[src/rtl/detq_pkg.sv]
// Types, codes and helpers of the delayed event timer queue.
package detq_pkg;

    localparam int DEFAULT_DEPTH = 16;
    localparam int MAX_FIRE      = 16;

    localparam logic [2:0] OP_SCHED       = 3'd0;
    localparam logic [2:0] OP_CANCEL_ID   = 3'd1;
    localparam logic [2:0] OP_CANCEL_SESS = 3'd2;
    localparam logic [2:0] OP_TICK        = 3'd3;
    localparam logic [2:0] OP_QUERY       = 3'd4;

    localparam logic [1:0] KIND_ANSWER = 2'd0;
    localparam logic [1:0] KIND_FIRED  = 2'd1;
    localparam logic [1:0] KIND_NONE   = 2'd2;

    typedef struct packed {
        logic [2:0]  operation;
        logic [7:0]  event_id;
        logic [7:0]  owner_session;
        logic [15:0] delay_ticks;
        logic [15:0] payload_tag;
    } t_in_item;

    typedef struct packed {
        logic [1:0]  kind;
        logic        ok;
        logic [7:0]  fired_id;
        logic [7:0]  fired_session;
        logic [15:0] fired_tag;
        logic [4:0]  removed_count;
        logic [4:0]  pending_count;
        logic        table_full;
        logic        last;
    } t_out_item;

    // Classified command handed from front to back.
    typedef struct packed {
        logic [2:0]  op;
        logic        known;
        logic        id_nz;
        logic        sess_nz;
        logic [7:0]  event_id;
        logic [7:0]  owner_session;
        logic [15:0] delay_ticks;
        logic [15:0] payload_tag;
    } t_cmd;

    typedef struct packed {
        logic [7:0]  id;
        logic [7:0]  sess;
        logic [31:0] due;
        logic [31:0] stamp;
        logic [15:0] tag;
    } t_entry;

    function automatic logic [4:0] sat31(input logic [31:0] v);
        return (v > 32'd31) ? 5'd31 : v[4:0];
    endfunction

    function automatic logic [4:0] min_fire(input logic [31:0] v);
        return (v > 32'(MAX_FIRE)) ? 5'(MAX_FIRE) : v[4:0];
    endfunction

endpackage

[src/rtl/detq_ram.sv]
// Generic single-port-write, single-port-read RAM with registered read.
module detq_ram #(
    parameter int WIDTH = 8,
    parameter int DEPTH = 16
) (
    input  logic                     i_clk,
    input  logic                     i_we,
    input  logic [$clog2(DEPTH)-1:0] i_waddr,
    input  logic [WIDTH-1:0]         i_wdata,
    input  logic [$clog2(DEPTH)-1:0] i_raddr,
    output logic [WIDTH-1:0]         o_rdata
);
    logic [WIDTH-1:0] r_mem [DEPTH];

    always_ff @(posedge i_clk) begin
        if (i_we) begin
            r_mem[i_waddr] <= i_wdata;
        end
        o_rdata <= r_mem[i_raddr];
    end
endmodule

[src/rtl/detq_fifo.sv]
// Small register queue used for commands and for results.
module detq_fifo #(
    parameter int WIDTH = 8,
    parameter int DEPTH = 2
) (
    input  logic             i_clk,
    input  logic             i_rst_n,
    input  logic             i_push,
    input  logic [WIDTH-1:0] i_wdata,
    output logic             o_full,
    output logic             o_empty,
    input  logic             i_pop,
    output logic [WIDTH-1:0] o_rdata
);
    localparam int PTR_W = (DEPTH > 1) ? $clog2(DEPTH) : 1;
    localparam int CNT_W = $clog2(DEPTH + 1);

    logic [WIDTH-1:0] r_mem [DEPTH];
    logic [PTR_W-1:0] r_wr_ptr;
    logic [PTR_W-1:0] r_rd_ptr;
    logic [CNT_W-1:0] r_count;
    logic             w_push;
    logic             w_pop;

    assign o_full  = (r_count == CNT_W'(DEPTH));
    assign o_empty = (r_count == '0);
    assign o_rdata = r_mem[r_rd_ptr];
    assign w_push  = i_push && !o_full;
    assign w_pop   = i_pop && !o_empty;

    always_ff @(posedge i_clk) begin
        if (w_push) begin
            r_mem[r_wr_ptr] <= i_wdata;
        end
    end

    always_ff @(posedge i_clk) begin
        if (!i_rst_n) begin
            r_wr_ptr <= '0;
            r_rd_ptr <= '0;
            r_count  <= '0;
        end else begin
            if (w_push) begin
                r_wr_ptr <= (r_wr_ptr == PTR_W'(DEPTH - 1)) ? '0 : r_wr_ptr + 1'b1;
            end
            if (w_pop) begin
                r_rd_ptr <= (r_rd_ptr == PTR_W'(DEPTH - 1)) ? '0 : r_rd_ptr + 1'b1;
            end
            if (w_push && !w_pop) begin
                r_count <= r_count + 1'b1;
            end else if (w_pop && !w_push) begin
                r_count <= r_count - 1'b1;
            end
        end
    end
endmodule

[src/rtl/detq_front.sv]
// Front end: takes input items, classifies them and queues commands.
module detq_front (
    input  logic              i_clk,
    input  logic              i_rst_n,
    input  logic              i_push,
    input  detq_pkg::t_in_item i_item,
    output logic              o_full,
    output logic              o_cmd_vld,
    output detq_pkg::t_cmd    o_cmd,
    input  logic              i_cmd_pop
);
    import detq_pkg::*;

    t_cmd w_cmd;
    logic w_empty;

    always_comb begin
        w_cmd.op            = i_item.operation;
        w_cmd.known         = (i_item.operation == OP_SCHED)
                           || (i_item.operation == OP_CANCEL_ID)
                           || (i_item.operation == OP_CANCEL_SESS)
                           || (i_item.operation == OP_TICK)
                           || (i_item.operation == OP_QUERY);
        w_cmd.id_nz         = (i_item.event_id != 8'd0);
        w_cmd.sess_nz       = (i_item.owner_session != 8'd0);
        w_cmd.event_id      = i_item.event_id;
        w_cmd.owner_session = i_item.owner_session;
        w_cmd.delay_ticks   = i_item.delay_ticks;
        w_cmd.payload_tag   = i_item.payload_tag;
    end

    detq_fifo #(
        .WIDTH ($bits(t_cmd)),
        .DEPTH (2)
    ) u_cmd_q (
        .i_clk   (i_clk),
        .i_rst_n (i_rst_n),
        .i_push  (i_push),
        .i_wdata (w_cmd),
        .o_full  (o_full),
        .o_empty (w_empty),
        .i_pop   (i_cmd_pop),
        .o_rdata (o_cmd)
    );

    assign o_cmd_vld = !w_empty;
endmodule

[src/rtl/detq_back.sv]
// Back end: runs each known command against the event table by scanning it.
module detq_back #(
    parameter int TABLE_DEPTH = detq_pkg::DEFAULT_DEPTH
) (
    input  logic                i_clk,
    input  logic                i_rst_n,
    input  logic                i_cmd_vld,
    input  detq_pkg::t_cmd      i_cmd,
    output logic                o_cmd_pop,
    output logic                o_res_push,
    output detq_pkg::t_out_item o_res,
    input  logic                i_res_full
);
    import detq_pkg::*;

    localparam int IDX_W = $clog2(TABLE_DEPTH);
    localparam int CNT_W = $clog2(TABLE_DEPTH + 1);
    localparam logic [IDX_W-1:0] LAST_IDX = IDX_W'(TABLE_DEPTH - 1);

    localparam logic [1:0] S_IDLE = 2'd0;
    localparam logic [1:0] S_SCAN = 2'd1;
    localparam logic [1:0] S_FIN  = 2'd2;
    localparam logic [1:0] S_EMIT = 2'd3;

    logic [1:0]             r_state;
    t_cmd                   r_cmd;
    logic [TABLE_DEPTH-1:0] r_valid;
    logic [CNT_W-1:0]       r_live;
    logic [31:0]            r_now;
    logic [31:0]            r_stamp;

    logic             r_issue;
    logic [IDX_W-1:0] r_addr;
    logic             r_p_vld;
    logic [IDX_W-1:0] r_p_idx;

    logic             r_hit;
    logic [IDX_W-1:0] r_hit_idx;
    logic [7:0]       r_hit_sess;
    logic             r_free_f;
    logic [IDX_W-1:0] r_free_idx;
    logic [CNT_W-1:0] r_cnt;

    logic             r_fire_pass;
    logic [4:0]       r_remaining;
    logic             r_best_f;
    logic [IDX_W-1:0] r_best_idx;
    logic [31:0]      r_best_age;
    logic [31:0]      r_best_stamp;
    t_entry           r_best;

    t_out_item r_res;
    logic      r_more;
    t_out_item n_res;
    logic      n_more;

    t_entry           w_rdata;
    t_entry           w_wdata;
    logic             w_we;
    logic [IDX_W-1:0] w_slot;
    logic             w_sched_ok;
    logic             w_p_valid;
    logic             w_id_hit;
    logic [31:0]      w_age;
    logic             w_due;
    logic [31:0]      w_ord_diff;
    logic             w_better;
    logic             w_cancel_ok;
    logic [4:0]       w_fires;
    logic             w_rescan;

    assign o_cmd_pop  = (r_state == S_IDLE) && i_cmd_vld;
    assign o_res_push = (r_state == S_EMIT) && !i_res_full;

    always_comb begin
        o_res               = r_res;
        o_res.pending_count = sat31(32'(r_live));
    end

    always_comb begin
        w_p_valid   = r_valid[r_p_idx];
        w_id_hit    = w_p_valid && r_cmd.id_nz && (w_rdata.id == r_cmd.event_id);
        w_age       = r_now - w_rdata.due;
        w_due       = w_p_valid && !w_age[31];
        w_ord_diff  = w_rdata.stamp - r_best_stamp;
        w_better    = !r_best_f || (w_age > r_best_age)
                   || ((w_age == r_best_age) && w_ord_diff[31]);
        w_slot      = r_hit ? r_hit_idx : r_free_idx;
        w_sched_ok  = r_cmd.id_nz && (r_hit || r_free_f);
        w_we        = (r_state == S_FIN) && (r_cmd.op == OP_SCHED) && w_sched_ok;
        w_cancel_ok = r_hit && (!r_cmd.sess_nz || (r_hit_sess == r_cmd.owner_session));
        w_fires     = min_fire(32'(r_cnt));
        w_rescan    = (r_cmd.op == OP_TICK) && !r_fire_pass && (w_fires != 5'd0);
        w_wdata.id    = r_cmd.event_id;
        w_wdata.sess  = r_cmd.owner_session;
        w_wdata.due   = r_now + 32'(r_cmd.delay_ticks);
        w_wdata.stamp = r_stamp;
        w_wdata.tag   = r_cmd.payload_tag;
    end

    // Build the result that the current state hands to the result queue.
    always_comb begin
        n_res      = '0;
        n_res.kind = KIND_ANSWER;
        n_res.last = 1'b1;
        n_more     = 1'b0;
        if (r_state == S_FIN) begin
            case (r_cmd.op)
                OP_SCHED: begin
                    n_res.ok         = w_sched_ok;
                    n_res.table_full = r_cmd.id_nz && !r_hit && !r_free_f;
                end
                OP_CANCEL_ID: begin
                    n_res.ok = w_cancel_ok;
                end
                OP_CANCEL_SESS: begin
                    n_res.ok            = (r_cnt != '0);
                    n_res.removed_count = sat31(32'(r_cnt));
                end
                OP_QUERY: begin
                    n_res.ok = r_hit;
                end
                OP_TICK: begin
                    if (!r_fire_pass) begin
                        if (w_fires == 5'd0) begin
                            n_res.kind = KIND_NONE;
                        end
                    end else begin
                        n_res.kind          = KIND_FIRED;
                        n_res.fired_id      = r_best.id;
                        n_res.fired_session = r_best.sess;
                        n_res.fired_tag     = r_best.tag;
                        n_res.last          = (r_remaining == 5'd1);
                        n_more              = (r_remaining != 5'd1);
                    end
                end
                default: begin
                end
            endcase
        end
    end

    detq_ram #(
        .WIDTH ($bits(t_entry)),
        .DEPTH (TABLE_DEPTH)
    ) u_table (
        .i_clk   (i_clk),
        .i_we    (w_we),
        .i_waddr (w_slot),
        .i_wdata (w_wdata),
        .i_raddr (r_addr),
        .o_rdata (w_rdata)
    );

    always_ff @(posedge i_clk) begin
        if (!i_rst_n) begin
            r_state  <= S_IDLE;
            r_valid  <= '0;
            r_live   <= '0;
            r_now    <= '0;
            r_stamp  <= '0;
            r_issue  <= 1'b0;
            r_p_vld  <= 1'b0;
        end else begin
            case (r_state)
                S_IDLE: begin
                    if (i_cmd_vld) begin
                        r_cmd       <= i_cmd;
                        r_hit       <= 1'b0;
                        r_free_f    <= 1'b0;
                        r_best_f    <= 1'b0;
                        r_cnt       <= '0;
                        r_fire_pass <= 1'b0;
                        if (i_cmd.op == OP_TICK) begin
                            r_now <= r_now + 32'd1;
                        end
                        if (i_cmd.known) begin
                            r_addr  <= '0;
                            r_issue <= 1'b1;
                            r_p_vld <= 1'b0;
                            r_state <= S_SCAN;
                        end else begin
                            r_res   <= n_res;
                            r_more  <= n_more;
                            r_state <= S_EMIT;
                        end
                    end
                end
                S_SCAN: begin
                    // issue one table read per cycle, look at its data in the next cycle
                    if (r_issue) begin
                        r_p_vld <= 1'b1;
                        r_p_idx <= r_addr;
                        if (r_addr == LAST_IDX) begin
                            r_issue <= 1'b0;
                        end else begin
                            r_addr <= r_addr + 1'b1;
                        end
                    end else begin
                        r_p_vld <= 1'b0;
                    end
                    if (r_p_vld) begin
                        case (r_cmd.op)
                            OP_SCHED, OP_CANCEL_ID, OP_QUERY: begin
                                if (w_id_hit) begin
                                    r_hit      <= 1'b1;
                                    r_hit_idx  <= r_p_idx;
                                    r_hit_sess <= w_rdata.sess;
                                end
                                if (!w_p_valid && !r_free_f) begin
                                    r_free_f   <= 1'b1;
                                    r_free_idx <= r_p_idx;
                                end
                            end
                            OP_CANCEL_SESS: begin
                                if (w_p_valid && r_cmd.sess_nz
                                        && (w_rdata.sess == r_cmd.owner_session)) begin
                                    r_valid[r_p_idx] <= 1'b0;
                                    r_live           <= r_live - 1'b1;
                                    r_cnt            <= r_cnt + 1'b1;
                                end
                            end
                            OP_TICK: begin
                                if (w_due && !r_fire_pass) begin
                                    r_cnt <= r_cnt + 1'b1;
                                end
                                if (w_due && r_fire_pass && w_better) begin
                                    r_best_f     <= 1'b1;
                                    r_best_idx   <= r_p_idx;
                                    r_best_age   <= w_age;
                                    r_best_stamp <= w_rdata.stamp;
                                    r_best       <= w_rdata;
                                end
                            end
                            default: begin
                            end
                        endcase
                        if (r_p_idx == LAST_IDX) begin
                            r_state <= S_FIN;
                        end
                    end
                end
                S_FIN: begin
                    r_res   <= n_res;
                    r_more  <= n_more;
                    r_state <= w_rescan ? S_SCAN : S_EMIT;
                    case (r_cmd.op)
                        OP_SCHED: begin
                            if (w_sched_ok) begin
                                r_valid[w_slot] <= 1'b1;
                                r_stamp         <= r_stamp + 32'd1;
                                if (!r_hit) begin
                                    r_live <= r_live + 1'b1;
                                end
                            end
                        end
                        OP_CANCEL_ID: begin
                            if (w_cancel_ok) begin
                                r_valid[r_hit_idx] <= 1'b0;
                                r_live             <= r_live - 1'b1;
                            end
                        end
                        OP_TICK: begin
                            if (!r_fire_pass) begin
                                if (w_rescan) begin
                                    // count the whole tick now so every result shows the end state
                                    r_remaining <= w_fires;
                                    r_live      <= r_live - CNT_W'(w_fires);
                                    r_fire_pass <= 1'b1;
                                    r_best_f    <= 1'b0;
                                    r_addr      <= '0;
                                    r_issue     <= 1'b1;
                                    r_p_vld     <= 1'b0;
                                end
                            end else begin
                                r_valid[r_best_idx] <= 1'b0;
                                r_remaining         <= r_remaining - 5'd1;
                            end
                        end
                        default: begin
                        end
                    endcase
                end
                S_EMIT: begin
                    if (!i_res_full) begin
                        if (r_more) begin
                            r_best_f <= 1'b0;
                            r_addr   <= '0;
                            r_issue  <= 1'b1;
                            r_p_vld  <= 1'b0;
                            r_state  <= S_SCAN;
                        end else begin
                            r_state <= S_IDLE;
                        end
                    end
                end
                default: begin
                    r_state <= S_IDLE;
                end
            endcase
        end
    end
endmodule

[src/rtl/delayed_event_timer_queue.sv]
// Top level of the delayed event timer queue.
// Commands enter a two-deep command queue and run one at a time against a
// TABLE_DEPTH-entry event table held in a RAM with one read port. Each known
// command takes one full scan of that port before its answer goes to the
// two-deep result queue; an unknown one is answered without a scan. A tick that
// fires k events takes k + 1 scans: one to count what is due, then one per
// fired event to find the earliest. Results leave in order; a full result
// queue holds the table engine until popped.
module delayed_event_timer_queue #(
    parameter int TABLE_DEPTH = detq_pkg::DEFAULT_DEPTH
) (
    input  logic                i_clk,
    input  logic                i_rst_n,
    input  logic                push,
    input  detq_pkg::t_in_item  i_item,
    output logic                full,
    output logic                empty,
    input  logic                pop,
    output detq_pkg::t_out_item o_res
);
    import detq_pkg::*;

    logic      w_cmd_vld;
    t_cmd      w_cmd;
    logic      w_cmd_pop;
    logic      w_res_push;
    t_out_item w_res;
    logic      w_res_full;

    detq_front u_front (
        .i_clk     (i_clk),
        .i_rst_n   (i_rst_n),
        .i_push    (push),
        .i_item    (i_item),
        .o_full    (full),
        .o_cmd_vld (w_cmd_vld),
        .o_cmd     (w_cmd),
        .i_cmd_pop (w_cmd_pop)
    );

    detq_back #(
        .TABLE_DEPTH (TABLE_DEPTH)
    ) u_back (
        .i_clk      (i_clk),
        .i_rst_n    (i_rst_n),
        .i_cmd_vld  (w_cmd_vld),
        .i_cmd      (w_cmd),
        .o_cmd_pop  (w_cmd_pop),
        .o_res_push (w_res_push),
        .o_res      (w_res),
        .i_res_full (w_res_full)
    );

    detq_fifo #(
        .WIDTH ($bits(t_out_item)),
        .DEPTH (2)
    ) u_res_q (
        .i_clk   (i_clk),
        .i_rst_n (i_rst_n),
        .i_push  (w_res_push),
        .i_wdata (w_res),
        .o_full  (w_res_full),
        .o_empty (empty),
        .i_pop   (pop),
        .o_rdata (o_res)
    );
endmodule

[config.mk]
export PLATFORM = sky130hd
export DESIGN_NAME = delayed_event_timer_queue
export DESIGN_NICKNAME = d
export VERILOG_FILES = /design/src/rtl/detq_pkg.sv /design/src/rtl/detq_ram.sv /design/src/rtl/detq_fifo.sv /design/src/rtl/detq_front.sv /design/src/rtl/detq_back.sv /design/src/rtl/delayed_event_timer_queue.sv
export SDC_FILE = /design/constraint.sdc
export NUM_CORES = 2
export LEC_CHECK = 0
export ABC_AREA = 1
export BUFFER_PORTS_ARGS = -buffer_cell sky130_fd_sc_hd__buf_2
export CAP_MARGIN = 20
export CORE_UTILIZATION = 25
export CTS_CLUSTER_DIAMETER = 80
export CTS_CLUSTER_SIZE = 8
export DETAILED_ROUTE_END_ITERATION = 8
export GPL_TIMING_DRIVEN = 0
export PLACE_DENSITY_LB_ADDON = 0.12
export SLEW_MARGIN = 20
export SYNTH_ARGS = -nofsm -noshare
export SYNTH_HDL_FRONTEND = slang
export SYNTH_HIERARCHICAL = 1
export SYNTH_SLANG_ARGS = --single-unit
[constraint.sdc]
create_clock -name i_clk -period 11.2 [get_ports i_clk]
set_input_delay 1.12 -clock i_clk [delete_from_list [all_inputs] [get_ports i_clk]]
set_output_delay 1.12 -clock i_clk [all_outputs]
set_load 0.02 [all_outputs]
==> results.md <==
* Status: finished clean
* Leading area contributor after synthesis: edfxtp_1
* TritonCTS clock tree: built
* Worst setup path end: u_back/r_best[91]
* First-pass GRT wire length at 452000 um
* F_max at 143 MHz
* CTS sink cnt at 2167
* Synth top area share at 0.626
* Commonest non-fill, non-tap cells in the layout: 2505 x nand2_1, 1972 x edfxtp_1, 1539 x inv_1
* Placement Cell Area at 0.104 mm^2
* Die area at 0.381 mm^2
* Routed wire length at 317000 um
* CP Launch Type: flip-flop
* Synth area leaders: edfxtp_1 63%, nand2_1 9.9%, nand3_1 6.5%
* Fin crit share at 0.623
* H-tree depth at 5
* Main combinational cell family by area after synthesis: simple AND/OR/NAND/NOR gates
* Routed wire per std cell at 21.5 um
* Syn Inst Count at 8954
* FF-to-FF Start: u_back/r_now[0]
* Number of buffers created by CTS at 312
* Vias at 63000
* Cell variety after synth at 58
* Initial detailed-routing violation count at 4700
* Post-route ant nets at 0
* Vias per cell at 4.29
* Std cell rows at 225
* Max Slew Vio Count at 0
* Clock Root Buffer: clkbuf_16
* Fin area at 0.114 mm^2
* Leak pwr at 46.7 nW
* Post-Place Cells at 14200
* HP Start: i_item[11]
* Max clock buf depth at 4
* Post-Synthesis Cell Area at 0.0946 mm^2
* Max stage delay on crit path at 0.78 ns
* GP Congestion at 0.821
* Pwr/cell area at 217 mW/mm^2
* Tot GR Track Use at 0.164
* Layout area overhead at 20.1%
* Mean post-synth cell area at 10.6 um^2
* # DRC at 0
* Post-Route Skew at 0.0734 ns
* WP buf/inv at 7
* Min-delay worst type: input port to flip-flop
* Worst EP required at 11.79 ns
* DP HPWL at 225000 um
* Top Family by Delay on Critical Path: simple AND/OR/NAND/NOR gates
* Core Region at 0.376 mm^2
* CP Class: flip-flop to flip-flop
* Clock-pin transition on the worst setup and hold timing paths at 0.06 ns
* Crit. path cell count at 26
* Vias in the first global route at 61600
* Worst vdd ir at 108 uV
* Number of synthesized register bits at 2167
* Drt pass-1 iters at 7
* Synthesized-area fraction occupied by and/or/nand/nor cells at 0.188
* Resize count post-CTS at 0
* Max cap viols at 0
* Synth Area in Compound Gates at 0.0190
* Critical path's slowest cell: nor3_1
* Final hold vios at 0
* Share of cells above drive strength 1 at 0.106
* CTS Hold Bufs at 0
* Worst setup EP type: flip-flop
* Arrival @ worst endpoint at 7.56 ns
* CP max FO at 21
* R2R Path End: u_back/r_best[91]
* Width of the die at 617 um
* Grt total ovfl at 0
* Worst slew pin tran at 1.06 ns
* Post-Synth Adder-Cell Area at 0.0174
* Fillers at 38600
* Starting Density at 0.251
* Worst-Skew Late Latency at 0.94 ns
* Final std cells w/o fill at 14700
* FF-to-FF path depth at 26
* R2r setup slk at 4.23 ns
* IO Pins at 104
* Post-CTS Setup Inserts at 0
* Die height at 617 um
* Syn nets at 9139
* Initial antenna violation count at 31
* RSZ-0062 raised after global routing: no
* Largest net degree at the start of global routing at 26
* Crit path from: u_back/r_now[0]
* I/O Buffers at 103
* CP most frequent cell: nand2_1
* Setup violators final at 0
* Sequential fraction of the synthesis area at 0.667
* Most common cell after layout, fill and taps aside: nand2_1
* Layout Nets at 9679
* YS warnings at 6
* Slew margin rel. at 0.291
* Mux contribution to synthesized area at 0.0152
* Final min period at 6.97 ns
* XOR/XNOR Fraction of Synth Area at 0.00926
## final cells by class
type                       instances  area [um^2]  area share
sequential                      2167        63100       0.556
antenna                           10         25.0    0.000220
inverter                        1549         5810      0.0512
tap                             4994         6250      0.0550
buffer                           360         2120      0.0187
timing repair buffer             226         3170      0.0279
clock buffer                     483         8600      0.0757
clock inverter                    26          500     0.00441
multi-input combinational       4878        24000       0.211
## metal layers
layer | track usage | wire (um)
met1 | 0.221 | 143000
met3 | 0.0227 | 14800
met4 | 0.0325 | 5730
met5 | 0 | 0
met2 | 0.279 | 153000
## state kept, by name, indices dropped and copies added, names as in the netlist, 4 cells and up, named ones only
name and flops:
u_back/r_addr 4, u_back/r_remaining 5, u_back/r_best_stamp 32, u_front/u_cmd_q/r_mem 108, u_back/r_hit_sess 8, u_back/u_table/r_mem 1536, u_back/r_free_idx 4, u_res_q/r_mem 94
u_back/r_best_idx 4, u_back/r_cnt 5, u_back/r_live 5, u_back/r_best 32, u_back/r_hit_idx 4, u_back/r_cmd 53, u_back/r_stamp 32, u_back/r_p_idx 4
u_back/r_now 32, u_back/o_res 42, u_back/u_table/o_rdata 96, u_back/r_valid 16, u_back/r_best_age 32
## power by group
part / internal, mW / switching, mW / leakage [nW]
clock: 5.31 / 3.62 / 4.34
sequential: 9.54 / 0.395 / 19.3
combinational: 1.68 / 4.14 / 23.0
## worst register-to-register path: stages (launching register included)
cell,delay (ns)
dfxtp_1,0.42
inv_1,0.15
ha_1,0.25
fa_1,0.40
inv_1,0.07
nand2_1,0.05
o21ai_0,0.46
a21oi_1,0.31
o21ai_0,0.48
nand4_1,0.16
nand2_1,0.17
xor2_1,0.29
ha_1,0.18
nand2_1,0.05
nor2_1,0.11
nand2_1,0.13
inv_1,0.10
nand4_1,0.26
nor3_1,0.78
nand3_1,0.40
nand2_1,0.16
nand2_1,0.11
nor2_4,0.37
buf_16,0.21
buf_16,0.18
buf_16,0.19
buf_12,0.21
## through the flow
step | hold slack (ns) | TNS (ns) | power, mW | utilization | setup WS, ns
2_1_floorplan | 0.386 | 0 | 13.3 | - | 3.31
3_3_place_gp | 0.391 | -2756.38 | 16.0 | 0.269 | -3.64
3_5_place_dp | 0.390 | 0 | 16.1 | 0.278 | 4.14
4_1_cts | 0.295 | 0 | 25.2 | 0.302 | 4.09
5_1_grt | 0.318 | 0 | 26.0 | 0.302 | 3.77
6_report | 0.389 | 0 | 24.7 | 0.302 | 4.23
## cell families after synthesis
logic type,count (synthesis)
fa+ha+maj,130
simple gates,4217
compound gates,330
xor+xnor,100
buf+inv,1909
flops,2167
mux,101
## worst min-delay path by stage
stage / cells after the start / endpoint / slack, ns
5_1_grt: 1 / u_front/u_cmd_q/r_mem[0][11] / 0.32
6_report: 1 / u_front/u_cmd_q/r_mem[0][11] / 0.39
3_3_place_gp: 0 / u_back/r_best[4] / 0.39
3_5_place_dp: 0 / u_back/r_best[0] / 0.39
2_1_floorplan: 0 / u_back/r_best[0] / 0.39
4_1_cts: 1 / u_front/u_cmd_q/r_mem[0][11] / 0.29
## cells in the mapped netlist, drive strengths merged
master      n
nand2    2510
edfxtp   1972
inv      1546
nand3    1233
nor2      331
buf       264
dfxtp     195
a21oi     173
ha        127
o21ai     104
mux2      101
clkbuf     96
nor3       71
xor2       71
nand4      38
xnor2      29
a21o       12
a31oi       9
nand3b      7
nor4        7
and3        6
o21a        6
or2         6
nor3b       5
o21bai      4
a31o        3
and2        3
clkinv      3
fa          3
o211ai      3
o31ai       3
a211oi      2
a21boi      2
a221oi      2
o22ai       2
a22o        1
a41oi       1
o2111ai     1
o21ba       1
o221ai      1
No activity file was read; power rests on OpenSTA's default activity.
